[src/rtl/ask_pkg.sv]
// Package for the angular-spectrum kernel: types, constants, CORDIC angle table.
`default_nettype none
package ask_pkg;
    localparam int HEIGHT = 512;
    localparam int WIDTH = 512;
    localparam int CORDIC_STEPS = 24;
    localparam int SQRT_STEPS = 32;
    localparam logic [31:0] CORDIC_GAIN_Q30 = 32'd652032874;
    localparam logic [50:0] ONE_Q50 = 51'h4_0000_0000_0000;

    localparam logic [1:0] REG_DIST = 2'd0;
    localparam logic [1:0] REG_ROW = 2'd1;
    localparam logic [1:0] REG_COL = 2'd2;

    typedef struct packed {
        logic [8:0] row;
        logic [8:0] col;
    } ask_in_t;

    typedef struct packed {
        logic signed [15:0] re_part;
        logic signed [15:0] im_part;
        logic               evanescent;
    } ask_out_t;

    // square-root chain payload
    typedef struct packed {
        logic        vld;
        logic        ev;
        logic [63:0] rem;
        logic [63:0] v;
        logic [31:0] root;
    } ask_sq_t;

    // CORDIC chain payload
    typedef struct packed {
        logic               vld;
        logic               ev;
        logic               flip;
        logic signed [33:0] x;
        logic signed [33:0] y;
        logic signed [33:0] z;
    } ask_cr_t;

    function automatic logic [31:0] atan_turn(input int i);
        logic [31:0] t;
        case (i)
            0: t = 32'd536870912;   1: t = 32'd316933406;
            2: t = 32'd167458907;   3: t = 32'd85004756;
            4: t = 32'd42667331;    5: t = 32'd21354465;
            6: t = 32'd10679838;    7: t = 32'd5340245;
            8: t = 32'd2670163;     9: t = 32'd1335087;
            10: t = 32'd667544;     11: t = 32'd333772;
            12: t = 32'd166886;     13: t = 32'd83443;
            14: t = 32'd41722;      15: t = 32'd20861;
            16: t = 32'd10430;      17: t = 32'd5215;
            18: t = 32'd2608;       19: t = 32'd1304;
            20: t = 32'd652;        21: t = 32'd326;
            22: t = 32'd163;        default: t = 32'd81;
        endcase
        return t;
    endfunction
endpackage
`default_nettype wire

[src/rtl/ask_sqrt_cell.sv]
// One digit cell of the restoring square-root chain (one result bit per cell).
`default_nettype none
module ask_sqrt_cell (
    input  wire logic             aclk,
    input  wire logic             aresetn,
    input  wire logic             en,
    input  wire ask_pkg::ask_sq_t d_in,
    output ask_pkg::ask_sq_t      d_out
);
    import ask_pkg::*;
    ask_sq_t d_reg, d_next;
    logic [65:0] trial;
    logic [65:0] remx;

    always_comb begin
        d_next = d_in;
        // bring down the top two radicand bits, try root*4+1
        remx = {d_in.rem, d_in.v[63:62]};
        trial = {32'd0, d_in.root, 2'b01};
        d_next.v = {d_in.v[61:0], 2'b00};
        d_next.root = {d_in.root[30:0], 1'b0};
        d_next.rem = remx[63:0];
        if (remx >= trial) begin
            d_next.rem = 64'(remx - trial);
            d_next.root[0] = 1'b1;
        end
    end

    always_ff @(posedge aclk) begin
        if (!aresetn) begin
            d_reg.vld <= 1'b0;
        end else if (en) begin
            d_reg <= d_next;
        end
    end
    assign d_out = d_reg;
endmodule
`default_nettype wire

[config.mk]
export PLATFORM = sky130hd
export DESIGN_NAME = ask_sqrt_cell
export DESIGN_NICKNAME = d
export VERILOG_FILES = /design/src/rtl/ask_pkg.sv /design/src/rtl/ask_sqrt_cell.sv
export SDC_FILE = /design/constraint.sdc
export NUM_CORES = 1
export LEC_CHECK = 0
export BUFFER_PORTS_ARGS = -buffer_cell sky130_fd_sc_hd__buf_2
export CAP_MARGIN = 10
export CORE_ASPECT_RATIO = 1.5
export CORE_MARGIN = 2
export CORE_UTILIZATION = 47
export DETAILED_ROUTE_END_ITERATION = 12
export GPL_TIMING_DRIVEN = 0
export PLACE_DENSITY = 0.87
export SYNTH_ARGS = -nofsm -noshare
export SYNTH_HDL_FRONTEND = slang
export SYNTH_SLANG_ARGS = --single-unit
[constraint.sdc]
create_clock -name aclk -period 5.8 [get_ports aclk]
set_input_delay 0.29 -clock aclk [delete_from_list [all_inputs] [get_ports aclk]]
set_output_delay 0.29 -clock aclk [all_outputs]
set_load 0.02 [all_outputs]
==> run summary <==
Setup slack after layout: 2.30 ns
RePlAce Congestion: 0.911
Peak VDD IR: 156 uV
Resized cells post-CTS: 0
Util after Layout: 0.639
Tmin final: 3.50 ns
Post-synthesis mux area share: 0.0127
Critical Path RT: 5.95 ns
TritonCTS clock tree: built
Htree depth: 4
Initial antenna violation count: 4
Peak Freq: 285 MHz
Area leader, netlist: edfxtp_1
Skew-Pair Late Insertion Delay: 0.41 ns
Initial DRC Count: 331
Post-Synth Adder-Cell Area: 0.0541
First-pass GRT wire length: 34100 um
Total CTS buffers: 17
Largest family of logic cells by synthesized area: simple AND/OR/NAND/NOR gates
Crit. End Element: flop
Sequential area share after synthesis: 0.610
Compound-gate portion of the synthesized area: 0.104
Max-slew headroom: 0.535
Post-synthesis cell count: 653
Worst slack, placed: 1.88 ns
MaxCap Viol Count: 0
Period utilization: 0.604
Synth Flop Type: edfxtp_1
Postcts setup bufs: 0
# nets final: 1198
Fin. Hold Viols: 0
TritonCTS Sinks: 160
Die height: 162 um
CP top delay family: compound AO/OA/AOI/OAI gates
Yosys cell types: 54
Finish-stage setup viols: 0
Critical Path AT: 3.65 ns
I/O pin cnt: 327
Crit-path cells: buf_2 > inv_1 > ha_1 > clkbuf_1 > nand4_1 > o311a_1 > a2bb2oi_1 > a41o_1 > buf_2 > buf_2 > buf_2 > a21oi_1
Async SR Flop Fraction: 0
Post-synth top area share: 0.608
Max FFs per register: 160
Clock-pin slew on the worst setup and hold paths: 0.08 ns
Total gr overflow: 0
Worst Hold Class: in -> reg
PortBufs: 324
Largest net degree at the start of global routing: 76
Vias: 6559
Total wire length: 23400 um
Vias per std cell: 5.38
Crit Path Class: in -> reg
Core area: 0.0163 sq mm
Layout cells sized above 1: 0.373
GRT Util Overall: 0.257
Post-DP HPWL: 18500 um
Die Wd: 110 um
Slowest stage delay, CP: 0.49 ns
Die ar.: 0.0178 sq mm
Fin cells: 1219
Buffers & Inverters on Critical Path: 6
CP Max Fanout: 10
Drt first pass iters: 5
FF+latch count, synth: 160
Post-DRT Antenna Nets: 0
Xor-xnor portion of the synthesized cell area: 0.0680
Setup Skew: 0 ns
Syn-to-layout area delta: 32.1%
Post-synth EDFFs: 159
Largest cells by area after synthesis: edfxtp_1 61%, ha_1 5.4%, a21oi_1 4.3%
Post-Synth Simple-Gate Area: 0.117
CP max-delay cell: o311a_1
Hold WS: 0.0383 ns
Placed cell count: 1186
Power Density: 300 mW/mm^2
Outcome: finished, final reports clean
Crit path launch type: input port
# DRC: 0
Yosys warning count: 0
Root Driver: clkbuf_16
Fill cell count: 1277
Worst-Margin Slew: 0.697 ns
Vias in the first global route: 6660
Starting Density: 0.483
Unrepaired setup endpoints after global routing: no
Avg WL per Cell: 19.2 um
Top cell by count, worst path: buf_2
CTS max path bufs: 2
# rows: 57
Average size of a mapped cell: 12.0 sq um
Mapped Area: 0.00786 sq mm
Max-slew violations: 0
Post-CTS Hold Buffers: 0
Leakage: 4.41 nW
-- synthesized netlist by cell type (3+ instances only) --
| cell | n |
|---|---|
| buf_2 | 5 |
| a21o_1 | 8 |
| inv_1 | 43 |
| nor2_1 | 59 |
| a2111oi_0 | 4 |
| nor3_1 | 15 |
| o22ai_1 | 3 |
| a21oi_1 | 68 |
| or4_1 | 4 |
| nand4_1 | 12 |
| o21bai_1 | 6 |
| o211ai_1 | 4 |
| nand3_1 | 16 |
| o21a_1 | 6 |
| xor2_1 | 23 |
| nor2b_1 | 4 |
| nand2_1 | 39 |
| mux2_2 | 5 |
| clkbuf_1 | 13 |
| ha_1 | 34 |
| or3_1 | 3 |
| o21ai_0 | 23 |
| nor4_1 | 14 |
| mux2_1 | 3 |
| xnor2_1 | 38 |
| nand2b_1 | 6 |
| edfxtp_1 | 159 |
-- area by class of cell --
class / instances / area [sq um] / share of cell area
Multi-Input combinational cell: 429 / 2810 / 0.270
Clock inverter: 15 / 156 / 0.0151
Tap cell: 206 / 258 / 0.0248
Clock buffer: 17 / 425 / 0.0410
Timing Repair Buffer: 326 / 1680 / 0.161
Inverter: 43 / 161 / 0.0155
Antenna cell: 1 / 2.50 / 0.000241
Buffer: 22 / 104 / 0.0100
Sequential cell: 160 / 4790 / 0.462
-- routing by layer --
| metal | track usage | wire length, um | vias to the layer above |
|---|---|---|---|
| met5 | 0 | 27 | - |
| met4 | 0.104 | 639 | 4 |
| met3 | 0.0748 | 2010 | 57 |
| met2 | 0.495 | 13000 | 299 |
| met1 | 0.245 | 7670 | 3084 |
| li1 | - | - | 3115 |
-- per-stage QoR --
| step | total power [mW] | setup TNS [ns] | area (sq um) |
|---|---|---|---|
| after detailed placement | 2.02 | 0 | 9800 |
| final | 3.11 | 0 | 10400 |
| after global routing | 3.23 | 0 | 10400 |
| after CTS | 3.13 | 0 | 10400 |
| after global placement | 2.01 | -27.76 | 9740 |
| after floorplan | 1.80 | 0 | 7860 |
-- where the power goes --
part	switching, mW	total (mW)	leakage, nW	internal (mW)
Clock	0.527	1.11	0.288	0.579
Sequential	0.0212	1.40	1.50	1.38
Combinational	0.379	0.602	2.62	0.223
-- path summary, 6_finish.rpt --
path,start,cells past startpoint,slack (ns),endpoint
worst min-delay path,d_in[85],1,0.04,d_out[87]$_DFFE_PP_
worst max-delay path,d_in[7],12,2.30,d_out[127]$_DFFE_PP_
worst max register to register,d_out[161]$_SDFFE_PN0P_,2,5.20,d_out[161]$_SDFFE_PN0P_
worst min register to register,d_out[161]$_SDFFE_PN0P_,2,0.54,d_out[161]$_SDFFE_PN0P_
-- layout by cell type, fill, tap and decap left out, drive strengths merged, types with 15 or more instances in the layout --
cell	instances
xor2	23
a21oi	68
nand2	39
nand3	16
buf	335
ha	34
xnor2	38
o21ai	23
edfxtp	159
nor4	15
nor3	15
inv	53
nor2	59
clkbuf	30
-- cells by family (layout without fill, tap and decap cells) --
group | count (synthesis) | after routing
simple gates | 186 | 186
flops | 160 | 160
compound gates | 137 | 137
buf+inv | 65 | 423
xor+xnor | 61 | 61
fa+ha+maj | 34 | 34
mux | 9 | 9
other cells | 1 | 3
-- worst reg2reg max path: cells and delay by family (launching register included) --
| family | cells | cell delay [ns] |
|---|---|---|
| multiplexers | 1 | 0.12 |
| flip-flops | 1 | 0.31 |
| AND/OR/NAND/NOR | 1 | 0.06 |
Note: power is estimated with default switching activity, not from simulation.
